===== src/hdl/lsag_pkg.sv =====
// Shared constants, register codes and configuration types of the letterbox address generator.
package lsag_pkg;

  localparam int FRAME_WIDTH    = 320;
  localparam int FRAME_HEIGHT   = 480;
  localparam int FRAME_LAST_ROW = FRAME_HEIGHT - 1;
  localparam int MAX_IMAGE_DIM  = 4096;

  localparam int DIM_W   = 13;
  localparam int COORD_W = 9;
  localparam int DRAW_W  = 21;
  localparam int OFF_W   = DRAW_W + 1;
  localparam int FIDX_W  = 18;
  localparam int SRC_W   = 12;
  localparam int LIN_W   = 24;
  localparam int ADDR_W  = 26;
  localparam int QUO_W   = 13;
  localparam int T_W     = 16;
  localparam int RECIP_W = 18;
  localparam int RECIP_SHIFT = 20;
  localparam int BPP_W   = 3;
  localparam int PADDR_W = 5;
  localparam int PDATA_W = 32;

  // floor(p / 320) = floor(floor(p / 64) / 5), floor(p / 480) = floor(floor(p / 32) / 15).
  localparam logic [RECIP_W-1:0] RECIP_DIV5  = RECIP_W'(209716);
  localparam logic [RECIP_W-1:0] RECIP_DIV15 = RECIP_W'(69906);

  localparam logic [DIM_W-1:0] RESET_IMAGE_WIDTH  = DIM_W'(320);
  localparam logic [DIM_W-1:0] RESET_IMAGE_HEIGHT = DIM_W'(480);
  localparam logic [BPP_W-1:0] RESET_BPP          = BPP_W'(3);

  typedef enum logic [2:0] {
    REG_IMAGE_WIDTH     = 3'd0,
    REG_IMAGE_HEIGHT    = 3'd1,
    REG_BYTES_PER_PIXEL = 3'd2,
    REG_FILL_MODE       = 3'd3,
    REG_PORTRAIT        = 3'd4
  } reg_idx_e;

  typedef struct packed {
    logic [DIM_W-1:0] width;
    logic [DIM_W-1:0] height;
    logic [BPP_W-1:0] bpp;
    logic             fill;
    logic             portrait;
  } cfg_t;

  typedef struct packed {
    logic [DRAW_W-1:0] draw_w;
    logic [DRAW_W-1:0] draw_h;
    logic [OFF_W-1:0]  off_x;
    logic [OFF_W-1:0]  off_y;
    logic [DIM_W-1:0]  den;
    logic              num480;
  } geom_t;

endpackage


===== src/hdl/lsag_regs.sv =====
// Configuration register file with APB-style access and range clamping.
module lsag_regs import lsag_pkg::*; (
  input  logic               clk_i,
  input  logic               rst_ni,
  input  logic               psel,
  input  logic               penable,
  input  logic               pwrite,
  input  logic [PADDR_W-1:0] paddr,
  input  logic [PDATA_W-1:0] pwdata,
  output logic [PDATA_W-1:0] prdata,
  output logic               pready,
  output cfg_t               cfg_o,
  output logic               wr_o
);

  logic [DIM_W-1:0] image_width_q;
  logic [DIM_W-1:0] image_height_q;
  logic [BPP_W-1:0] bpp_q;
  logic             fill_q;
  logic             portrait_q;
  reg_idx_e         idx;

  assign idx    = reg_idx_e'(paddr[4:2]);
  assign wr_o   = psel && penable && pwrite;
  assign pready = 1'b1;

  always_ff @(posedge clk_i or negedge rst_ni) begin
    if (!rst_ni) begin
      image_width_q  <= RESET_IMAGE_WIDTH;
      image_height_q <= RESET_IMAGE_HEIGHT;
      bpp_q          <= RESET_BPP;
      fill_q         <= 1'b0;
      portrait_q     <= 1'b0;
    end else if (wr_o) begin
      unique case (idx)
        REG_IMAGE_WIDTH:     image_width_q  <= pwdata[DIM_W-1:0];
        REG_IMAGE_HEIGHT:    image_height_q <= pwdata[DIM_W-1:0];
        REG_BYTES_PER_PIXEL: bpp_q          <= pwdata[BPP_W-1:0];
        REG_FILL_MODE:       fill_q         <= pwdata[0];
        REG_PORTRAIT:        portrait_q     <= pwdata[0];
        default: ;
      endcase
    end
  end

  always_comb begin
    unique case (idx)
      REG_IMAGE_WIDTH:     prdata = PDATA_W'(image_width_q);
      REG_IMAGE_HEIGHT:    prdata = PDATA_W'(image_height_q);
      REG_BYTES_PER_PIXEL: prdata = PDATA_W'(bpp_q);
      REG_FILL_MODE:       prdata = PDATA_W'(fill_q);
      REG_PORTRAIT:        prdata = PDATA_W'(portrait_q);
      default:             prdata = '0;
    endcase
  end

  always_comb begin
    if (image_width_q == '0) begin
      cfg_o.width = DIM_W'(1);
    end else if (image_width_q > DIM_W'(MAX_IMAGE_DIM)) begin
      cfg_o.width = DIM_W'(MAX_IMAGE_DIM);
    end else begin
      cfg_o.width = image_width_q;
    end
    if (image_height_q == '0) begin
      cfg_o.height = DIM_W'(1);
    end else if (image_height_q > DIM_W'(MAX_IMAGE_DIM)) begin
      cfg_o.height = DIM_W'(MAX_IMAGE_DIM);
    end else begin
      cfg_o.height = image_height_q;
    end
    if (bpp_q == '0) begin
      cfg_o.bpp = BPP_W'(1);
    end else if (bpp_q > BPP_W'(4)) begin
      cfg_o.bpp = BPP_W'(4);
    end else begin
      cfg_o.bpp = bpp_q;
    end
    cfg_o.fill     = fill_q;
    cfg_o.portrait = portrait_q;
  end

endmodule


===== src/hdl/lsag_geom.sv =====
// Sequencer that derives draw size, centering offsets and scale from the configuration.
module lsag_geom import lsag_pkg::*; (
  input  logic  clk_i,
  input  logic  rst_ni,
  input  cfg_t  cfg_i,
  input  logic  start_i,
  output geom_t geom_o,
  output logic  busy_o
);

  localparam logic [2:0] ST_IDLE = 3'd0;
  localparam logic [2:0] ST_CMP  = 3'd1;
  localparam logic [2:0] ST_LOAD = 3'd2;
  localparam logic [2:0] ST_DIV  = 3'd3;
  localparam logic [2:0] ST_OFFS = 3'd4;
  localparam logic [4:0] LAST_STEP = 5'(DRAW_W - 1);

  logic [2:0]        state_q, state_d;
  logic [4:0]        cnt_q, cnt_d;
  logic              xs_q, xs_d;
  logic              use_x_q, use_x_d;
  logic              num480_q, num480_d;
  logic [DIM_W-1:0]  den_q, den_d;
  logic [DRAW_W-1:0] quo_q, quo_d;
  logic [11:0]       rem_q, rem_d;
  logic [DRAW_W-1:0] draw_w_q, draw_w_d, draw_h_q, draw_h_d;
  logic [OFF_W-1:0]  off_x_q, off_x_d, off_y_q, off_y_d;

  logic [COORD_W-1:0] dw, dh, num, other_disp;
  logic [DIM_W-1:0]   other;
  logic [21:0]        prod_a, prod_b, dvd;
  logic               use_x;
  logic [DIM_W-1:0]   trial;
  logic               ge;
  logic signed [OFF_W-1:0] diff_x, diff_y, adj_x, adj_y;

  assign dw = cfg_i.portrait ? COORD_W'(FRAME_WIDTH) : COORD_W'(FRAME_HEIGHT);
  assign dh = cfg_i.portrait ? COORD_W'(FRAME_HEIGHT) : COORD_W'(FRAME_WIDTH);

  always_comb begin
    state_d  = state_q;
    cnt_d    = cnt_q;
    xs_d     = xs_q;
    use_x_d  = use_x_q;
    num480_d = num480_q;
    den_d    = den_q;
    quo_d    = quo_q;
    rem_d    = rem_q;
    draw_w_d = draw_w_q;
    draw_h_d = draw_h_q;
    off_x_d  = off_x_q;
    off_y_d  = off_y_q;

    prod_a = dw * cfg_i.height;
    prod_b = dh * cfg_i.width;
    use_x  = cfg_i.fill ? !xs_q : xs_q;
    num    = use_x ? dw : dh;
    other  = use_x ? cfg_i.height : cfg_i.width;
    other_disp = use_x_q ? dw : dh;
    dvd    = other * num;
    trial  = {rem_q, quo_q[DRAW_W-1]};
    ge     = trial >= den_q;
    diff_x = '0;
    diff_y = '0;
    adj_x  = '0;
    adj_y  = '0;

    unique case (state_q)
      ST_IDLE: ;
      ST_CMP: begin
        xs_d    = prod_a <= prod_b;
        state_d = ST_LOAD;
      end
      ST_LOAD: begin
        use_x_d  = use_x;
        num480_d = num == COORD_W'(FRAME_HEIGHT);
        den_d    = use_x ? cfg_i.width : cfg_i.height;
        quo_d    = dvd[DRAW_W-1:0];
        rem_d    = '0;
        cnt_d    = '0;
        state_d  = ST_DIV;
      end
      ST_DIV: begin
        rem_d = ge ? 12'(trial - den_q) : trial[11:0];
        quo_d = {quo_q[DRAW_W-2:0], ge};
        cnt_d = cnt_q + 5'd1;
        if (cnt_q == LAST_STEP) begin
          state_d = ST_OFFS;
        end
      end
      ST_OFFS: begin
        draw_w_d = use_x_q ? DRAW_W'(other_disp) : quo_q;
        draw_h_d = use_x_q ? quo_q : DRAW_W'(other_disp);
        diff_x   = $signed({1'b0, DRAW_W'(dw)}) - $signed({1'b0, draw_w_d});
        diff_y   = $signed({1'b0, DRAW_W'(dh)}) - $signed({1'b0, draw_h_d});
        adj_x    = diff_x + $signed({{(OFF_W-1){1'b0}}, diff_x[OFF_W-1]});
        adj_y    = diff_y + $signed({{(OFF_W-1){1'b0}}, diff_y[OFF_W-1]});
        off_x_d  = adj_x >>> 1;
        off_y_d  = adj_y >>> 1;
        state_d  = ST_IDLE;
      end
      default: state_d = ST_IDLE;
    endcase

    if (start_i) begin
      state_d = ST_CMP;
    end
  end

  always_ff @(posedge clk_i or negedge rst_ni) begin
    if (!rst_ni) begin
      state_q <= ST_CMP;
      cnt_q   <= '0;
    end else begin
      state_q <= state_d;
      cnt_q   <= cnt_d;
    end
  end

  always_ff @(posedge clk_i) begin
    xs_q     <= xs_d;
    use_x_q  <= use_x_d;
    num480_q <= num480_d;
    den_q    <= den_d;
    quo_q    <= quo_d;
    rem_q    <= rem_d;
    draw_w_q <= draw_w_d;
    draw_h_q <= draw_h_d;
    off_x_q  <= off_x_d;
    off_y_q  <= off_y_d;
  end

  assign busy_o        = state_q != ST_IDLE;
  assign geom_o.draw_w = draw_w_q;
  assign geom_o.draw_h = draw_h_q;
  assign geom_o.off_x  = off_x_q;
  assign geom_o.off_y  = off_y_q;
  assign geom_o.den    = den_q;
  assign geom_o.num480 = num480_q;

  a_div_steps: assert property (@(posedge clk_i) disable iff (!rst_ni)
    (state_q == ST_DIV && !start_i && cnt_q != LAST_STEP) |=> state_q == ST_DIV)
    else $error("divider left early");

  a_fixed_axis: assert property (@(posedge clk_i) disable iff (!rst_ni)
    (state_q == ST_IDLE && use_x_q) |-> draw_w_q == DRAW_W'(dw))
    else $error("scaled axis does not span the display");

endmodule


===== src/hdl/lsag_pipe.sv =====
// Six-stage address pipeline from display coordinate to source pixel and byte address.
module lsag_pipe import lsag_pkg::*; (
  input  logic               clk_i,
  input  logic               rst_ni,
  input  cfg_t               cfg_i,
  input  geom_t              geom_i,
  input  logic               busy_i,
  input  logic               in_valid_i,
  output logic               in_ready_o,
  input  logic [COORD_W-1:0] screen_x_i,
  input  logic [COORD_W-1:0] screen_y_i,
  output logic               out_valid_o,
  input  logic               out_ready_i,
  output logic               coord_ok_o,
  output logic               shows_image_o,
  output logic [FIDX_W-1:0]  frame_index_o,
  output logic [SRC_W-1:0]   source_x_o,
  output logic [SRC_W-1:0]   source_y_o,
  output logic [ADDR_W-1:0]  source_byte_address_o
);

  logic [5:0] v_q;
  logic [5:0] adv;
  logic       take;

  always_comb begin
    adv[5] = !v_q[5] || out_ready_i;
    for (int k = 4; k >= 0; k--) begin
      adv[k] = !v_q[k] || adv[k+1];
    end
  end

  assign in_ready_o = adv[0] && !busy_i;
  assign take       = in_valid_i && in_ready_o;

  always_ff @(posedge clk_i or negedge rst_ni) begin
    if (!rst_ni) begin
      v_q <= '0;
    end else begin
      if (adv[0]) begin
        v_q[0] <= take;
      end
      for (int k = 1; k < 6; k++) begin
        if (adv[k]) begin
          v_q[k] <= v_q[k-1];
        end
      end
    end
  end

  // Stage 1: bounds, framebuffer index and offsets into the drawn image.
  logic               s1_ok_d, s1_ok_q;
  logic [FIDX_W-1:0]  s1_fidx_d, s1_fidx_q;
  logic [OFF_W-1:0]   s1_dx_d, s1_dx_q, s1_dy_d, s1_dy_q;
  logic [COORD_W-1:0] row, col;

  always_comb begin
    if (cfg_i.portrait) begin
      s1_ok_d = screen_x_i < COORD_W'(FRAME_WIDTH) && screen_y_i < COORD_W'(FRAME_HEIGHT);
      row     = screen_y_i;
      col     = screen_x_i;
    end else begin
      s1_ok_d = screen_x_i < COORD_W'(FRAME_HEIGHT) && screen_y_i < COORD_W'(FRAME_WIDTH);
      row     = COORD_W'(FRAME_LAST_ROW) - screen_x_i;
      col     = screen_y_i;
    end
    s1_fidx_d = FIDX_W'({row, 8'b0}) + FIDX_W'({row, 6'b0}) + FIDX_W'(col);
    s1_dx_d   = OFF_W'($signed({13'b0, screen_x_i}) - $signed(geom_i.off_x));
    s1_dy_d   = OFF_W'($signed({13'b0, screen_y_i}) - $signed(geom_i.off_y));
  end

  always_ff @(posedge clk_i) begin
    if (adv[0]) begin
      s1_ok_q   <= s1_ok_d;
      s1_fidx_q <= s1_fidx_d;
      s1_dx_q   <= s1_dx_d;
      s1_dy_q   <= s1_dy_d;
    end
  end

  // Stage 2: inside test and scaling products.
  logic              s2_ok_q, s2_shows_d, s2_shows_q;
  logic [FIDX_W-1:0] s2_fidx_q;
  logic [33:0]       mx2, my2;
  logic [DRAW_W-1:0] s2_px_q, s2_py_q;

  always_comb begin
    s2_shows_d = s1_ok_q && !s1_dx_q[OFF_W-1] && !s1_dy_q[OFF_W-1] &&
                 s1_dx_q[DRAW_W-1:0] < geom_i.draw_w && s1_dy_q[DRAW_W-1:0] < geom_i.draw_h;
    mx2 = s1_dx_q[DRAW_W-1:0] * geom_i.den;
    my2 = s1_dy_q[DRAW_W-1:0] * geom_i.den;
  end

  always_ff @(posedge clk_i) begin
    if (adv[1]) begin
      s2_ok_q    <= s1_ok_q;
      s2_shows_q <= s2_shows_d;
      s2_fidx_q  <= s1_fidx_q;
      s2_px_q    <= mx2[DRAW_W-1:0];
      s2_py_q    <= my2[DRAW_W-1:0];
    end
  end

  // Stage 3: division by the display dimension through a reciprocal.
  logic               s3_ok_q, s3_shows_q;
  logic [FIDX_W-1:0]  s3_fidx_q;
  logic [T_W-1:0]     tx, ty;
  logic [RECIP_W-1:0] recip;
  logic [33:0]        mx3, my3;
  logic [QUO_W-1:0]   s3_qx_q, s3_qy_q;

  always_comb begin
    tx    = geom_i.num480 ? s2_px_q[DRAW_W-1:5] : T_W'(s2_px_q[DRAW_W-1:6]);
    ty    = geom_i.num480 ? s2_py_q[DRAW_W-1:5] : T_W'(s2_py_q[DRAW_W-1:6]);
    recip = geom_i.num480 ? RECIP_DIV15 : RECIP_DIV5;
    mx3   = tx * recip;
    my3   = ty * recip;
  end

  always_ff @(posedge clk_i) begin
    if (adv[2]) begin
      s3_ok_q    <= s2_ok_q;
      s3_shows_q <= s2_shows_q;
      s3_fidx_q  <= s2_fidx_q;
      s3_qx_q    <= mx3[RECIP_SHIFT+QUO_W-1:RECIP_SHIFT];
      s3_qy_q    <= my3[RECIP_SHIFT+QUO_W-1:RECIP_SHIFT];
    end
  end

  // Stage 4: clamp to the last source pixel.
  logic              s4_ok_q, s4_shows_q;
  logic [FIDX_W-1:0] s4_fidx_q;
  logic [SRC_W-1:0]  s4_sx_d, s4_sy_d, s4_sx_q, s4_sy_q;
  logic [DIM_W-1:0]  w_last, h_last;

  always_comb begin
    w_last  = cfg_i.width - DIM_W'(1);
    h_last  = cfg_i.height - DIM_W'(1);
    s4_sx_d = (s3_qx_q >= cfg_i.width) ? w_last[SRC_W-1:0] : s3_qx_q[SRC_W-1:0];
    s4_sy_d = (s3_qy_q >= cfg_i.height) ? h_last[SRC_W-1:0] : s3_qy_q[SRC_W-1:0];
  end

  always_ff @(posedge clk_i) begin
    if (adv[3]) begin
      s4_ok_q    <= s3_ok_q;
      s4_shows_q <= s3_shows_q;
      s4_fidx_q  <= s3_fidx_q;
      s4_sx_q    <= s4_sx_d;
      s4_sy_q    <= s4_sy_d;
    end
  end

  // Stage 5: linear pixel index.
  logic              s5_ok_q, s5_shows_q;
  logic [FIDX_W-1:0] s5_fidx_q;
  logic [SRC_W-1:0]  s5_sx_q, s5_sy_q;
  logic [24:0]       m5;
  logic [LIN_W-1:0]  s5_lin_q;

  assign m5 = s4_sy_q * cfg_i.width;

  always_ff @(posedge clk_i) begin
    if (adv[4]) begin
      s5_ok_q    <= s4_ok_q;
      s5_shows_q <= s4_shows_q;
      s5_fidx_q  <= s4_fidx_q;
      s5_sx_q    <= s4_sx_q;
      s5_sy_q    <= s4_sy_q;
      s5_lin_q   <= m5[LIN_W-1:0] + LIN_W'(s4_sx_q);
    end
  end

  // Stage 6: byte address and output register.
  logic [ADDR_W-1:0] lin_ext, addr;
  logic              s6_ok_q, s6_shows_q;
  logic [FIDX_W-1:0] s6_fidx_q;
  logic [SRC_W-1:0]  s6_sx_q, s6_sy_q;
  logic [ADDR_W-1:0] s6_addr_q;

  always_comb begin
    lin_ext = ADDR_W'(s5_lin_q);
    case (cfg_i.bpp)
      3'd1:    addr = lin_ext;
      3'd2:    addr = lin_ext << 1;
      3'd3:    addr = (lin_ext << 1) + lin_ext;
      default: addr = lin_ext << 2;
    endcase
  end

  always_ff @(posedge clk_i) begin
    if (adv[5]) begin
      s6_ok_q    <= s5_ok_q;
      s6_shows_q <= s5_shows_q;
      s6_fidx_q  <= s5_ok_q ? s5_fidx_q : '0;
      s6_sx_q    <= s5_shows_q ? s5_sx_q : '0;
      s6_sy_q    <= s5_shows_q ? s5_sy_q : '0;
      s6_addr_q  <= s5_shows_q ? addr : '0;
    end
  end

  assign out_valid_o           = v_q[5];
  assign coord_ok_o            = s6_ok_q;
  assign shows_image_o         = s6_shows_q;
  assign frame_index_o         = s6_fidx_q;
  assign source_x_o            = s6_sx_q;
  assign source_y_o            = s6_sy_q;
  assign source_byte_address_o = s6_addr_q;

  a_shows_in_bounds: assert property (@(posedge clk_i) disable iff (!rst_ni)
    (out_valid_o && shows_image_o) |-> coord_ok_o)
    else $error("image pixel outside the display");

  a_src_clamped: assert property (@(posedge clk_i) disable iff (!rst_ni)
    (out_valid_o && shows_image_o) |->
      ({1'b0, source_x_o} < cfg_i.width && {1'b0, source_y_o} < cfg_i.height))
    else $error("source pixel beyond the image");

  a_off_display_zero: assert property (@(posedge clk_i) disable iff (!rst_ni)
    (out_valid_o && !coord_ok_o) |-> (frame_index_o == '0 && source_byte_address_o == '0))
    else $error("off-display item carries data");

endmodule


===== src/hdl/letterbox_scaler_address_generator.sv =====
// Top level of the letterbox scaler address generator.
// The block maps display coordinates to a framebuffer index and the nearest source pixel with
// its byte address; each item passes through the registered stages of the address pipeline,
// and a full pipeline sustains one item per cycle while out_ready_i is held and no geometry
// update runs. After reset and after every register write a geometry sequencer (mostly a
// 21-step restoring divider) recomputes draw size and centering offsets, and no item is accepted while it runs.
module letterbox_scaler_address_generator import lsag_pkg::*; (
  input  logic               clk_i,
  input  logic               rst_ni,
  input  logic               psel,
  input  logic               penable,
  input  logic               pwrite,
  input  logic [PADDR_W-1:0] paddr,
  input  logic [PDATA_W-1:0] pwdata,
  output logic [PDATA_W-1:0] prdata,
  output logic               pready,
  input  logic               in_valid_i,
  output logic               in_ready_o,
  input  logic [COORD_W-1:0] screen_x_i,
  input  logic [COORD_W-1:0] screen_y_i,
  output logic               out_valid_o,
  input  logic               out_ready_i,
  output logic               coord_ok_o,
  output logic               shows_image_o,
  output logic [FIDX_W-1:0]  frame_index_o,
  output logic [SRC_W-1:0]   source_x_o,
  output logic [SRC_W-1:0]   source_y_o,
  output logic [ADDR_W-1:0]  source_byte_address_o
);

  cfg_t  cfg;
  geom_t geom;
  logic  cfg_wr;
  logic  busy;

  lsag_regs u_regs (
    .clk_i   (clk_i),
    .rst_ni  (rst_ni),
    .psel    (psel),
    .penable (penable),
    .pwrite  (pwrite),
    .paddr   (paddr),
    .pwdata  (pwdata),
    .prdata  (prdata),
    .pready  (pready),
    .cfg_o   (cfg),
    .wr_o    (cfg_wr)
  );

  lsag_geom u_geom (
    .clk_i   (clk_i),
    .rst_ni  (rst_ni),
    .cfg_i   (cfg),
    .start_i (cfg_wr),
    .geom_o  (geom),
    .busy_o  (busy)
  );

  lsag_pipe u_pipe (
    .clk_i                 (clk_i),
    .rst_ni                (rst_ni),
    .cfg_i                 (cfg),
    .geom_i                (geom),
    .busy_i                (busy),
    .in_valid_i            (in_valid_i),
    .in_ready_o            (in_ready_o),
    .screen_x_i            (screen_x_i),
    .screen_y_i            (screen_y_i),
    .out_valid_o           (out_valid_o),
    .out_ready_i           (out_ready_i),
    .coord_ok_o            (coord_ok_o),
    .shows_image_o         (shows_image_o),
    .frame_index_o         (frame_index_o),
    .source_x_o            (source_x_o),
    .source_y_o            (source_y_o),
    .source_byte_address_o (source_byte_address_o)
  );

  a_no_accept_busy: assert property (@(posedge clk_i) disable iff (!rst_ni)
    busy |-> !in_ready_o)
    else $error("item accepted during geometry update");

endmodule


===== config.mk =====
export PLATFORM = sky130hd
export DESIGN_NAME = letterbox_scaler_address_generator
export DESIGN_NICKNAME = d
export VERILOG_FILES = /design/src/hdl/lsag_pkg.sv /design/src/hdl/lsag_regs.sv /design/src/hdl/lsag_geom.sv /design/src/hdl/lsag_pipe.sv /design/src/hdl/letterbox_scaler_address_generator.sv
export SDC_FILE = /design/constraint.sdc
export NUM_CORES = 2
export LEC_CHECK = 0
export ABC_CLOCK_PERIOD_IN_PS = 14840
export BUFFER_PORTS_ARGS = -buffer_cell sky130_fd_sc_hd__buf_4
export CAP_MARGIN = 25
export CORE_MARGIN = 2
export CORE_UTILIZATION = 30
export CTS_CLUSTER_SIZE = 16
export DETAILED_ROUTE_END_ITERATION = 8
export GPL_ROUTABILITY_DRIVEN = 0
export GPL_TIMING_DRIVEN = 0
export PLACE_DENSITY_LB_ADDON = 0.3
export SLEW_MARGIN = 20
export SYNTH_ARGS = -nofsm -noshare
export SYNTH_HDL_FRONTEND = slang
export SYNTH_SLANG_ARGS = --single-unit

===== constraint.sdc =====
create_clock -name clk_i -period 14.84 [get_ports clk_i]
set_clock_uncertainty 0.15 [all_clocks]
set_input_delay 2.968 -clock clk_i [delete_from_list [all_inputs] [get_ports clk_i]]
set_output_delay 2.968 -clock clk_i [all_outputs]
set_load 0.01 [all_outputs]

Word level (Yosys, flattened, before mapping)
Cells that the tools add are included.
- memory bits (read-only): 0
- output and inout port bits: 105
- bits in registers: 531
- RAM bits: 0
- memories kept: 0
- latch bits: 0
- word-level logic and storage cells: 176
- bits of input ports: 62
- shift-type cells: 0
- $add $sub $neg: 15
- reduce and logical (&&, ||, !) cells: 39
- bitwise logic cells: 0
- div/mod/pow operators: 0
- equality and inequality tests: 15
- magnitude comparators: 13
- multiply operators: 8
- multiplexer cells: 32
- operators by type and width (kind ; number):
    $mux W13 ; 6
    $pmux W26 S3 ; 1
    $mul A16 B18 Y33 ; 2
    $pmux W13 S5 ; 1
    $add A22 B2 Y22 ; 2
    $mul A9 B13 Y22 ; 2
    $sub A10 B21 Y22 ; 2
    $sub A9 B21 Y22 ; 2
    $lt A21 B21 Y1 ; 2
    $mul A21 B13 Y21 ; 2
    $mux W21 ; 2
    $pmux W21 S2 ; 1
    $ge A13 B13 Y1 ; 3
    $lt A9 B9 Y1 const B ; 4
    $mux W12 ; 3
    $mux W9 ; 4
    $mux W16 ; 2
    $add A25 B24 Y26 ; 1
    $gt A13 B13 Y1 const B ; 2
    $logic_not A13 Y1 ; 2
    $add A24 B12 Y24 ; 1
    $mul A12 B13 Y24 ; 1
    $pmux W12 S2 ; 1
    $sub A12 B1 Y12 const B ; 2
    28 further kinds ; 71

Longest topological paths before layout
- depth after elaboration: 9
- mapped depth: 28
- mapped depth without buffers: 28

By module
A second synthesis with hierarchy kept.
- cell total of the unflattened synthesis: 5602
- area, all modules: 56675.6 sq um
- modules (own cells, without submodules) (module ; cells each ; area an instance (sq um) ; instances):
    lsag_pipe ; 4102 ; 41676.2 ; 1
    lsag_geom ; 1321 ; 13072.5 ; 1
    lsag_regs ; 179 ; 1926.8 ; 1

Worst setup path after synthesis
Ideal clock, no wire load.
- kind: input to output
- start point: in out_ready_i
- end point: out in_ready_o
- setup slack: 4.667 ns
- cell stages on the path: 5
- buffers on the path: 0
- data arrival time: 7.055 ns
- data required time: 11.722 ns
- path through: nor2b_1 nand3_1 nor2_1 nand3_1 and3b_1
- longest elaborated chain between the ends: 7
- RTL lines (element ; RTL line ; text):
    start, declared ; letterbox_scaler_address_generator.sv:22 ; input logic out_ready_i,
    $logic_or A1 B1 Y1 ; lsag_pipe.sv:27 ; adv[5] = !v_q[5] || out_ready_i;
    $logic_or A1 B1 Y1 (2 in a row) ; lsag_pipe.sv:29 ; adv[k] = !v_q[k] || adv[k+1];
    via u_pipe.adv[3] ; lsag_pipe.sv:23 ; logic [5:0] adv;
    $logic_or A1 B1 Y1 (3 in a row) ; lsag_pipe.sv:29 ;
    $logic_and A1 B1 Y1 ; lsag_pipe.sv:33 ; assign in_ready_o = adv[0] && !busy_i;
    end, declared ; letterbox_scaler_address_generator.sv:18 ; output logic in_ready_o,
The timed path passes the listed nets, and every way through them passes these cells.

Final worst setup path
Same ends and word-level chain as after synthesis.

==> flow_metrics.py <==
metrics = {
    "outcome": {
        "status": "complete, no violations",
    },
    "setup_path": {
        "r2r_setup_slack_ns": 6.37,
        "crit_path_end_kind": "output pin",
        "worstSetupStartpointType": "input pin",
        "r2r_start": "u_regs.image_width_q[3]",
        "path_cells": "buf_4 > nor2b_1 > nand3_4 > buf_12 > nor2_1 > nand3_4 > and3b_1 > buf_4",
        "r2r_cells": 22,
        "crit_arrival_ns": 5.66,
        "critical-path-max-stage-delay_ns": 0.58,
        "critPathMaxFanout": 44,
        "path_class": "input pin to output pin",
        "rr_endpoint": "u_pipe.s5_lin_q[23]",
        "critPathRequiredTime_ns": 11.72,
        "slowest_stage": "nand3_4",
    },
    "grt": {
        "antenna_found_initial": 3,
        "grt_max_degree": 55,
        "grt_usage_pct": 15.8,
        "grt_pass1_vias": 41100,
        "grt-ovfl-total": 0,
        "grt_pass1_wl_um": 238000,
    },
    "clock_tree": {
        "clock_latency_ns": 0.72,
        "cts-resized-gates": 0,
        "cts.path.max_buffers": 3,
        "postCtsHoldBufs": 0,
        "clockRootBuffer": "clkbuf_16",
        "numCtsBuffers": 58,
        "cts_tree": "yes",
        "htreeDepth": 2,
        "cts_setup_buffers": 0,
        "clock_sinks": 521,
        "clkTransAtPathRegs_ns": 0.06,
    },
    "route": {
        "ant_nets": 0,
        "drt_wl_total_um": 151000,
        "viasPerCell": 4.71,
        "drtIter0Drc": 2389,
        "drc": 0,
        "dr.pass1.iters": 8,
        "wl_per_cell_um": 18.0,
        "vias": 39400,
    },
    "min_path": {
        "hold_class": "flip-flop to flip-flop",
        "hold_start": "u_pipe.s1_fidx_q[14]",
        "hold_end": "u_pipe.s2_fidx_q[14]",
        "hold_depth": 0,
    },
    "final_layout": {
        "drive_above_1_share_pct": 6.37,
        "area_growth_pct": 11.4,
        "nNetsFinal": 7199,
        "antenna_cells": 0,
    },
    "die": {
        "io-pin-count": 167,
        "fp.dieW_um": 438,
        "die-area_mm2": 0.192,
        "num_rows": 159,
        "start_util_pct": 30.1,
        "core-area_mm2": 0.187,
        "die_h_um": 438,
    },
    "logic_synthesis": {
        "synth_edf_count": 476,
        "ys_top_cells_by_count": "979 x inv_1, 676 x ha_1, 626 x fa_1, 581 x nand2_1, 476 x edfxtp_1",
        "syn-mean-instance-area_um2": 10.1,
        "ys_async_sr_fraction_pct": 8.64,
        "syn_inst": 5601,
        "yosysWarnings": 0,
        "synth.distinct_cells": 92,
        "yosys_register_bits": 521,
        "synthFlopType": "edfxtp_1",
        "synth_area_mm2": 0.0565,
        "synth_top_area_share_pct": 25.3,
        "synth.most_common_cell": "inv_1",
        "yosysSeqAreaShare_pct": 27.3,
        "synthTopCellsByArea": "edfxtp_1 25%, fa_1 22%, ha_1 15%",
        "synth_largest_area_cell": "edfxtp_1",
    },
    "sta": {
        "min_period_ns": 8.78,
        "fmax_mhz": 114,
        "drv_slew": 0,
        "setup_viol": 0,
        "fin_crit_sh_pct": 59.2,
        "tns_ns": 0,
        "slew_headroom_pct": 27.7,
        "finalHoldViolCount": 0,
        "rsz0062_at_grt": "no",
        "worst_pin_slew_ns": 1.08,
    },
    "flow_run": {
        "cap_violations": 0,
    },
    "place": {
        "dp_hpwl_um": 125000,
        "portBuffers": 124,
    },
}
[how the worst max path moves through the flow]
| stage | cells after the start | endpoint | from |
|---|---|---|---|
| after detailed placement | 8 | in_ready_o | out_ready_i |
| after floorplan | 5 | in_ready_o | out_ready_i |
| after global routing | 8 | in_ready_o | out_ready_i |
| after CTS | 8 | in_ready_o | out_ready_i |
| after global placement | 7 | in_ready_o | out_ready_i |
| final | 8 | in_ready_o | out_ready_i |
[logic make-up (layout without fill, tap and decap cells)]
family	count (synthesis)	in the layout	share of synthesized area [%]
other	2	43	0.0133
DFF	521	521	27.3
AOI/OAI and AO/OA	674	674	7.87
muxes	101	101	1.90
and+or+nand+nor	1509	1509	13.1
xor gates and xnor gates	296	296	4.59
buffers and inverters	1196	1437	8.12
adders and majority gates	1302	1302	37.1
[cells in the final DEF, fill, tap and decap left out, types with 32 or more instances in the layout]
| cell | count |
|---|---|
| a211oi_1 | 38 |
| a21o_1 | 84 |
| a21oi_1 | 170 |
| and2_1 | 285 |
| buf_4 | 144 |
| clkbuf_1 | 182 |
| clkbuf_16 | 58 |
| conb_1 | 43 |
| dfrtp_1 | 36 |
| edfxtp_1 | 476 |
| fa_1 | 626 |
| ha_1 | 676 |
| inv_1 | 977 |
| mux2_2 | 48 |
| mux2i_1 | 53 |
| nand2_1 | 579 |
| nand2b_1 | 32 |
| nand3_1 | 75 |
| nor2_1 | 213 |
| nor2b_1 | 97 |
| nor3_1 | 69 |
| o21ai_0 | 147 |
| xnor2_1 | 203 |
| xor2_1 | 93 |
[worst max-delay path: cells and delay by family]
| family | cells | cell delay, ns |
|---|---|---|
| buffers and inverters | 3 | 0.52 |
| and+or+nand+nor | 5 | 2.16 |
[through the flow]
step	setup WS, ns	area [um2]	hold slack [ns]	util (%)	cells
after global placement	2.22	60700	0.253	32.4	8261
after detailed placement	5.96	61000	0.255	32.5	8270
final	6.06	62900	0.265	33.6	8378
after global routing	5.82	62900	0.270	33.6	8378
after floorplan	4.67	56700	0.250	-	5642
after CTS	5.96	62900	0.267	33.6	8378
[routing by layer]
layer	global-route usage [%]	vias up	routed length, um
li1	-	18700	-
met1	21.3	19600	67800
met2	26.9	932	71600
met3	1.98	192	7690
met4	3.87	2	3700
met5	0	-	13
[cell type report]
cell class	instances	area, um2
Buffer	214	900
Multi-Input combinational cell	3925	36700
Fill cell	19100	124000
Tap cell	2495	3120
Inverter	982	3690
Clock buffer	71	1500
Sequential cell	521	15400
Timing Repair Buffer	133	1130
Clock inverter	37	463
[sequential cells by signal, summed over array words and instances (netlist names), 21 cells and up]
name,count
u_pipe.source_byte_address_o,26
u_pipe.s5_lin_q,24
u_pipe.s1_dx_q,22
u_pipe.s1_dy_q,22
u_geom.draw_h_q,21
u_geom.draw_w_q,21
u_geom.off_x_q,21
u_geom.off_y_q,21
u_geom.quo_q,21
Power is left out: the tool's default activity adds up to more than one toggle a clock period on the data nets, which glitch-free logic cannot reach.
